## config.mk

```make
export PLATFORM = sky130hd
export DESIGN_NAME = kway_merge_min_select_core
export DESIGN_NICKNAME = d
export VERILOG_FILES = /design/src/kmm_pkg.sv /design/src/kmm_cell.sv /design/src/kway_merge_min_select_core.sv
export SDC_FILE = /design/constraint.sdc
export NUM_CORES = 2
export LEC_CHECK = 0
export ABC_CLOCK_PERIOD_IN_PS = 15680
export BUFFER_PORTS_ARGS = -buffer_cell sky130_fd_sc_hd__buf_2
export CAP_MARGIN = 20
export CORE_ASPECT_RATIO = 2
export CORE_MARGIN = 8
export CORE_UTILIZATION = 50
export DETAILED_ROUTE_END_ITERATION = 12
export PLACE_DENSITY = 0.66
export SLEW_MARGIN = 20
export SYNTH_ARGS = -nofsm -noshare
export SYNTH_HDL_FRONTEND = slang
export SYNTH_HIERARCHICAL = 1
export SYNTH_SLANG_ARGS = --single-unit
```

## constraint.sdc

```tcl
create_clock -name clk_i -period 15.68 [get_ports clk_i]
set_input_delay 0 -clock clk_i [delete_from_list [all_inputs] [get_ports clk_i]]
set_output_delay 0 -clock clk_i [all_outputs]
set_load 0.03 [all_outputs]
```

## src/kmm_pkg.sv

```systemverilog
package kmm_pkg;

  localparam int unsigned KEY_W    = 64;
  localparam int unsigned COUNT_W  = 31;
  localparam int unsigned STREAM_W = 4;

  // Input item kind codes
  localparam logic KIND_RECORD = 1'b0;
  localparam logic KIND_END    = 1'b1;

  typedef struct packed {
    logic                kind;
    logic [STREAM_W-1:0] source_stream;
    logic [KEY_W-1:0]    record_key;
    logic [COUNT_W-1:0]  record_count;
  } kmm_in_t;

  typedef struct packed {
    logic [KEY_W-1:0]    out_key;
    logic [COUNT_W-1:0]  out_count;
    logic [STREAM_W-1:0] out_stream;
  } kmm_out_t;

  // Running minimum token that walks down the cell chain
  typedef struct packed {
    logic                live;
    logic                ready;
    logic                found;
    logic [KEY_W-1:0]    key;
    logic [COUNT_W-1:0]  count;
    logic [STREAM_W-1:0] stream;
  } kmm_sweep_t;

  // Head update and clear commands broadcast to every cell
  typedef struct packed {
    logic                upd;
    kmm_in_t             item;
    logic                clr;
    logic [STREAM_W-1:0] clr_stream;
  } kmm_cmd_t;

endpackage

```

## src/kmm_cell.sv

```systemverilog
module kmm_cell import kmm_pkg::*; #(
  parameter int unsigned IDX = 0
) (
  input  logic       clk_i,
  input  logic       rst_ni,
  input  kmm_cmd_t   cmd_i,
  input  kmm_sweep_t sweep_i,
  output kmm_sweep_t sweep_o
);

  localparam logic                ADDRESSABLE = (IDX < (1 << STREAM_W));
  localparam logic [STREAM_W-1:0] MY_STREAM   = STREAM_W'(IDX);

  logic               valid_q, valid_d;
  logic               ended_q, ended_d;
  logic [KEY_W-1:0]   key_q;
  logic [COUNT_W-1:0] count_q;
  logic               upd_hit;
  logic               clr_hit;
  logic               take;
  kmm_sweep_t         sweep_q, sweep_d;

  assign upd_hit = ADDRESSABLE && cmd_i.upd && (cmd_i.item.source_stream == MY_STREAM);
  assign clr_hit = ADDRESSABLE && cmd_i.clr && (cmd_i.clr_stream == MY_STREAM);

  // Apply end marks, head refills and the clear of an emitted head
  always_comb begin
    valid_d = valid_q;
    ended_d = ended_q;
    if (upd_hit) begin
      if (cmd_i.item.kind == KIND_END) begin
        ended_d = 1'b1;
      end else if (!ended_q) begin
        valid_d = 1'b1;
      end
    end
    if (clr_hit) begin
      valid_d = 1'b0;
    end
  end

  always_ff @(posedge clk_i or negedge rst_ni) begin
    if (!rst_ni) begin
      valid_q <= 1'b0;
      ended_q <= 1'b0;
    end else begin
      valid_q <= valid_d;
      ended_q <= ended_d;
    end
  end

  // Head payload; only read while valid
  always_ff @(posedge clk_i) begin
    if (upd_hit && (cmd_i.item.kind == KIND_RECORD) && !ended_q) begin
      key_q   <= cmd_i.item.record_key;
      count_q <= cmd_i.item.record_count;
    end
  end

  // Strict less-than keeps the lower stream on equal keys
  assign take = valid_q && (!sweep_i.found || (key_q < sweep_i.key));

  always_comb begin
    sweep_d       = sweep_i;
    sweep_d.ready = sweep_i.ready && (valid_q || ended_q);
    if (take) begin
      sweep_d.found  = 1'b1;
      sweep_d.key    = key_q;
      sweep_d.count  = count_q;
      sweep_d.stream = MY_STREAM;
    end
  end

  // Hand the token to the next cell
  always_ff @(posedge clk_i or negedge rst_ni) begin
    if (!rst_ni) begin
      sweep_q <= '0;
    end else begin
      sweep_q <= sweep_d;
    end
  end

  assign sweep_o = sweep_q;

endmodule

```

## src/kway_merge_min_select_core.sv

```systemverilog
// K-way merge head selector. One cell per stream holds that stream's head record
// and its ended flag. Each accepted item (a record or an end mark) updates its
// stream's cell, then a token walks down the cell chain one cell per cycle,
// carrying the running minimum key and an all-streams-ready flag; ties go to
// the lower stream. When every stream holds a head or has ended, the smallest
// head is sent out tagged with its stream and that head is dropped, so the
// feeder should next send a record or an end mark for out_stream. An item is
// registered in start_q, walks every cell of the chain and is held in pend_q;
// the next item is taken once pend_q resolves, into the output register when a
// head is emitted. Items naming a stream at or above NUM_STREAMS change nothing.
module kway_merge_min_select_core import kmm_pkg::*; #(
  parameter int unsigned NUM_STREAMS = 16
) (
  input  logic     clk_i,
  input  logic     rst_ni,
  input  logic     in_valid_i,
  output logic     in_stall_o,
  input  kmm_in_t  in_data_i,
  output logic     out_valid_o,
  input  logic     out_stall_i,
  output kmm_out_t out_data_o
);

  kmm_sweep_t                 sweep [NUM_STREAMS];
  logic [NUM_STREAMS-1:0]     sweep_live;
  kmm_sweep_t                 head_tok;
  kmm_cmd_t                   cmd;
  logic                       accept;
  logic                       busy_q, busy_d;
  logic                       start_q;
  kmm_sweep_t                 pend_q;
  logic                       pend_v_q, pend_v_d;
  kmm_out_t                   out_q;
  logic                       out_v_q, out_v_d;
  logic                       emit;
  logic                       out_free;
  logic                       resolve;

  assign in_stall_o = busy_q;
  assign accept     = in_valid_i && !busy_q;

  // Fresh token entering the chain
  always_comb begin
    head_tok       = '0;
    head_tok.live  = start_q;
    head_tok.ready = 1'b1;
  end

  // Pending selection result resolves into the output register
  assign emit     = pend_v_q && pend_q.ready && pend_q.found;
  assign out_free = !out_v_q || !out_stall_i;
  assign resolve  = pend_v_q && (!emit || out_free);

  always_comb begin
    cmd            = '0;
    cmd.upd        = accept;
    cmd.item       = in_data_i;
    cmd.clr        = resolve && emit;
    cmd.clr_stream = pend_q.stream;
  end

  for (genvar g = 0; g < NUM_STREAMS; g++) begin : g_cell
    if (g == 0) begin : g_first
      kmm_cell #(.IDX(g)) u_cell (
        .clk_i  (clk_i),
        .rst_ni (rst_ni),
        .cmd_i  (cmd),
        .sweep_i(head_tok),
        .sweep_o(sweep[g])
      );
    end else begin : g_rest
      kmm_cell #(.IDX(g)) u_cell (
        .clk_i  (clk_i),
        .rst_ni (rst_ni),
        .cmd_i  (cmd),
        .sweep_i(sweep[g-1]),
        .sweep_o(sweep[g])
      );
    end
    assign sweep_live[g] = sweep[g].live;
  end

  // Control next state
  always_comb begin
    busy_d   = busy_q;
    pend_v_d = pend_v_q;
    out_v_d  = out_v_q && out_stall_i;
    if (accept) begin
      busy_d = 1'b1;
    end
    if (sweep[NUM_STREAMS-1].live) begin
      pend_v_d = 1'b1;
    end
    if (resolve) begin
      pend_v_d = 1'b0;
      busy_d   = 1'b0;
      if (emit) begin
        out_v_d = 1'b1;
      end
    end
  end

  always_ff @(posedge clk_i or negedge rst_ni) begin
    if (!rst_ni) begin
      busy_q   <= 1'b0;
      start_q  <= 1'b0;
      pend_v_q <= 1'b0;
      out_v_q  <= 1'b0;
    end else begin
      busy_q   <= busy_d;
      start_q  <= accept;
      pend_v_q <= pend_v_d;
      out_v_q  <= out_v_d;
    end
  end

  // Capture the token leaving the chain; load the output on emission
  always_ff @(posedge clk_i) begin
    if (sweep[NUM_STREAMS-1].live) begin
      pend_q <= sweep[NUM_STREAMS-1];
    end
    if (resolve && emit) begin
      out_q.out_key    <= pend_q.key;
      out_q.out_count  <= pend_q.count;
      out_q.out_stream <= pend_q.stream;
    end
  end

  assign out_valid_o = out_v_q;
  assign out_data_o  = out_q;

  // At most one token walks the chain
  assert property (@(posedge clk_i) disable iff (!rst_ni)
    $countones({sweep_live, start_q, pend_v_q}) <= 1)
    else $error("more than one selection in flight");

  // A token in flight implies the input side is held off
  assert property (@(posedge clk_i) disable iff (!rst_ni)
    (start_q || pend_v_q || (sweep_live != '0)) |-> busy_q)
    else $error("selection in flight while idle");

  // Busy always has a token somewhere
  assert property (@(posedge clk_i) disable iff (!rst_ni)
    busy_q |-> (start_q || pend_v_q || (sweep_live != '0)))
    else $error("busy with no selection in flight");

  // An emitted head names an existing stream
  assert property (@(posedge clk_i) disable iff (!rst_ni)
    emit |-> (32'(pend_q.stream) < NUM_STREAMS))
    else $error("emitted stream out of range");

  // An emission always lands in the output register
  assert property (@(posedge clk_i) disable iff (!rst_ni)
    (resolve && emit) |=> out_v_q)
    else $error("emitted record lost");

endmodule
```

==> flow_metrics.tcl <==
set metrics [dict create \
    status "complete, no violations" \
    max-slew-margin-rel 0.212 \
    pwr-share-comb 0.193 \
    critPathCaptureType "register" \
    antenna_left 0 \
    die_width_microns 390 \
    maxcap_viol_count 0 \
    number_of_register_bits_inferred_by_synthesis 3388 \
    area_of_the_core_region_sq_mm 0.278 \
    detail_route.vias_per_cell 5.47 \
    drt_first_iter_violations 4192 \
    synth_edf_count 1720 \
    clock_skew_ns 0.0717 \
    mostFrequentLayoutCell "sky130_fd_sc_hd__edfxtp_1" \
    hold_violations 0 \
    route.detailed.wl_per_inst_microns 24.9 \
    worst_skew_pair.late_latency_ns 0.90 \
    die-height_microns 763 \
    boundaryPins 205 \
    power.leakage_nw 65.9 \
    worst_setup_path_start_kind "register" \
    synthArstFlopShare 0.492 \
    syn-cell-area_sq_mm 0.140 \
    path_max_fanout 49 \
    layout_worst_path_cycle_share 0.325 \
    internal-power_mw 17.3 \
    global_route_usage_over_all_layers 0.228 \
    rows 274 \
    clkTransAtPathRegs_ns 0.07 \
    cts.htree.levels 5 \
    postSynth.topFlopCell "sky130_fd_sc_hd__edfxtp_1" \
    final.setup.tns_ns 0 \
    hpwl_reported_at_the_end_of_detailed_placement_microns 241000 \
    rsz0062_at_grt "false" \
    synth-seq-area-share 0.669 \
    timing.rr.start "g_cell[7].g_rest.u_cell/key_q[46]" \
    power_switching_mw 6.40 \
    post_synthesis_average_cell_area_sq_um 15.6 \
    cts.sinks 3388 \
    unique_cell_type_count_in_the_yosys_netlist 48 \
    cell_depth_of_the_worst_flop_to_flop_path 9 \
    grt_pass1_wl_microns 508000 \
    layout-drive-gt1-share 0.246 \
    timing.rr.end "g_cell[7].g_rest.u_cell/sweep_o[17]" \
    setup_viol_count_final 0 \
    cts_inserted_buffers 304 \
    fmax_mhz 197 \
    slew_viol_final 0 \
    finalWeightedCongestion 0.851 \
    crit_arrival_ns 5.83 \
    total_power_per_unit_cell_area_mw_per_mm2 151 \
    power_share_of_the_sequential_group 0.486 \
    final_nets 10800 \
    largest_net_degree_at_the_start_of_global_routing 169 \
    starting_density_of_the_core 0.502 \
    yosys_warnings 6 \
    port_buffers 204 \
    most-common-layout-cells "sky130_fd_sc_hd__edfxtp_1, sky130_fd_sc_hd__dfrtp_1, sky130_fd_sc_hd__mux2_2, sky130_fd_sc_hd__inv_1, sky130_fd_sc_hd__ha_1" \
    cp_data_required_time_ns 16.42 \
    dieArea_sq_mm 0.297 \
    whs_endpoint "g_cell[5].g_rest.u_cell/count_q[27]" \
    area_growth_pct 12.7 \
    via_count_of_the_first_global_routing_pass 84200 \
    worst_case_setup_slack_after_placement_ns 10.53 \
    timing_worst_setup_path_type "register to register" \
    first_pass_iters 7 \
    final.setup.worst_slack_ns 10.59 \
    hold_path_depth 2 \
    grt-ovfl-total 0 \
    switching_share 0.270 \
    max-vdd-ir-drop_mv 0.0956 \
    worst-slew-pin-transition_ns 1.17 \
    grt_antenna_before_repair 4 \
    timing.reg2reg.setup_slack_ns 10.59 \
    pwr-share-clk 0.321 \
    synthesis.instances 8953 \
    clock_tree.root_cell "sky130_fd_sc_hd__clkbuf_16" \
    clock_tree.buffer_depth 4 \
    routed_wirelength_microns 342000 \
    route.detailed.drc 0 \
    worstHoldPathType "input port to register" \
    finalWorstPathRequiredPeriod_ns 5.09 \
    vias 74900 \
    cts_tree "yes" \
    hold_path_startpoint "in_data_i[27]" \
]
## flip-flops by register name, summed over array words and instances (netlist names), 31 cells and up
name	flops
g_cell.g_rest.u_cell/sweep_o	1530
g_cell.g_rest.u_cell/key_q	960
g_cell.g_rest.u_cell/count_q	465
g_cell.g_first.u_cell/sweep_o	102
out_data_o	99
pend_q	97
g_cell.g_first.u_cell/key_q	64
g_cell.g_first.u_cell/count_q	31
## how the worst max path moves through the flow
stage	start	to	slack (ns)	depth (start not counted)
final	g_cell[7].g_rest.u_cell/key_q[46]	g_cell[7].g_rest.u_cell/sweep_o[17]	10.59	9
after global routing	g_cell[7].g_rest.u_cell/key_q[46]	g_cell[7].g_rest.u_cell/sweep_o[17]	10.52	9
after CTS	g_cell[7].g_rest.u_cell/key_q[46]	g_cell[7].g_rest.u_cell/sweep_o[17]	10.50	9
after detailed placement	g_cell[7].g_rest.u_cell/key_q[46]	g_cell[7].g_rest.u_cell/sweep_o[17]	10.53	9
after global placement	g_cell[11].g_rest.u_cell/sweep_o[88]	g_cell[12].g_rest.u_cell/sweep_o[82]	9.89	8
after floorplan	in_stall_o	g_cell[10].g_rest.u_cell/count_q[0]	4.31	3
## cell families (layout without fill, tap and decap cells)
group           Yosys count  in the layout  synth area share
flops                  3388           3388             0.669
compound gates          818            818            0.0395
simple gates            979            979            0.0374
buf+inv                1237           2087            0.0384
fa+ha+maj              1008           1008            0.0903
mux                    1521           1521             0.125
other cells               2            169         0.0000538
## worst max-delay path: stages, from the launching register on
cell and delay, ns:
sky130_fd_sc_hd__edfxtp_1 0.40, sky130_fd_sc_hd__ha_1 0.34, sky130_fd_sc_hd__nand4_1 0.35, sky130_fd_sc_hd__nor4_1 1.01, sky130_fd_sc_hd__nand2_1 0.28, sky130_fd_sc_hd__nor3_1 0.27, sky130_fd_sc_hd__a311oi_2 0.09, sky130_fd_sc_hd__a32oi_4 0.80
sky130_fd_sc_hd__buf_4 0.88, sky130_fd_sc_hd__mux2_2 0.42
## per-layer routing
metal | up-vias | share of wire | track usage
met1 | 39000 | 0.32 | 0.213
li1 | 33700 | - | -
met5 | - | 0 | 0
met2 | 1411 | 0.57 | 0.455
met4 | 0 | 0.078 | 0.150
met3 | 813 | 0.031 | 0.0269
## repair_timing
item	CTS	global route
hold buffers	120	0
endpoints found under the setup margin	0	0
gates resized for setup	0	0
setup buffers	0	0
hold endpoints to repair	1888	0
## synthesized netlist by cell type, drive strengths merged, types with 48 or more instances
cell	count	area [sq um]
a21oi	393	1970
a221oi	48	420
and4	48	420
buf	160	1320
dfrtp	1668	41700
edfxtp	1720	51600
ha	1008	12600
inv	1077	4040
mux2	1520	17500
nand2	280	1050
nand2b	48	300
nand3	116	581
nand4	153	970
nor2	100	375
nor3	95	475
o21ai	160	801
## cell type report
type / count / area (sq um)
Multi-Input combinational cell: 4492 / 41800
Sequential cell: 3388 / 93400
Timing Repair Buffer: 458 / 3340
Inverter: 1077 / 4040
Tap cell: 3726 / 4660
Clock inverter: 123 / 1340
Fill cell: 21700 / 121000
Antenna cell: 3 / 7.51
Clock buffer: 429 / 8730
## per-stage QoR
| stage | instance area [sq um] | hold WS, ns | util | power (mW) | std cells |
|---|---|---|---|---|---|
| 2_1_floorplan | 140000 | -0.296 | - | 14.6 | 9117 |
| 3_3_place_gp | 146000 | 0.104 | 0.525 | 16.0 | 13000 |
| 3_5_place_dp | 146000 | 0.115 | 0.525 | 16.3 | 13000 |
| 4_1_cts | 157000 | 0.000189 | 0.566 | 24.0 | 13700 |
| 5_1_grt | 157000 | 0.0603 | 0.566 | 24.8 | 13700 |
| 6_report | 157000 | 0.0691 | 0.566 | 23.7 | 13700 |
## power groups by stage
stage | sequential [mW] | combinational, mW | clock (mW)
2_1_floorplan | 11.4 | 3.22 | 0
3_3_place_gp | 11.6 | 4.37 | 0
3_5_place_dp | 11.7 | 4.57 | 0
4_1_cts | 11.5 | 4.65 | 7.80
5_1_grt | 11.7 | 5.07 | 8.11
6_report | 11.5 | 4.57 | 7.61
No activity file was read; power rests on OpenSTA's default activity.
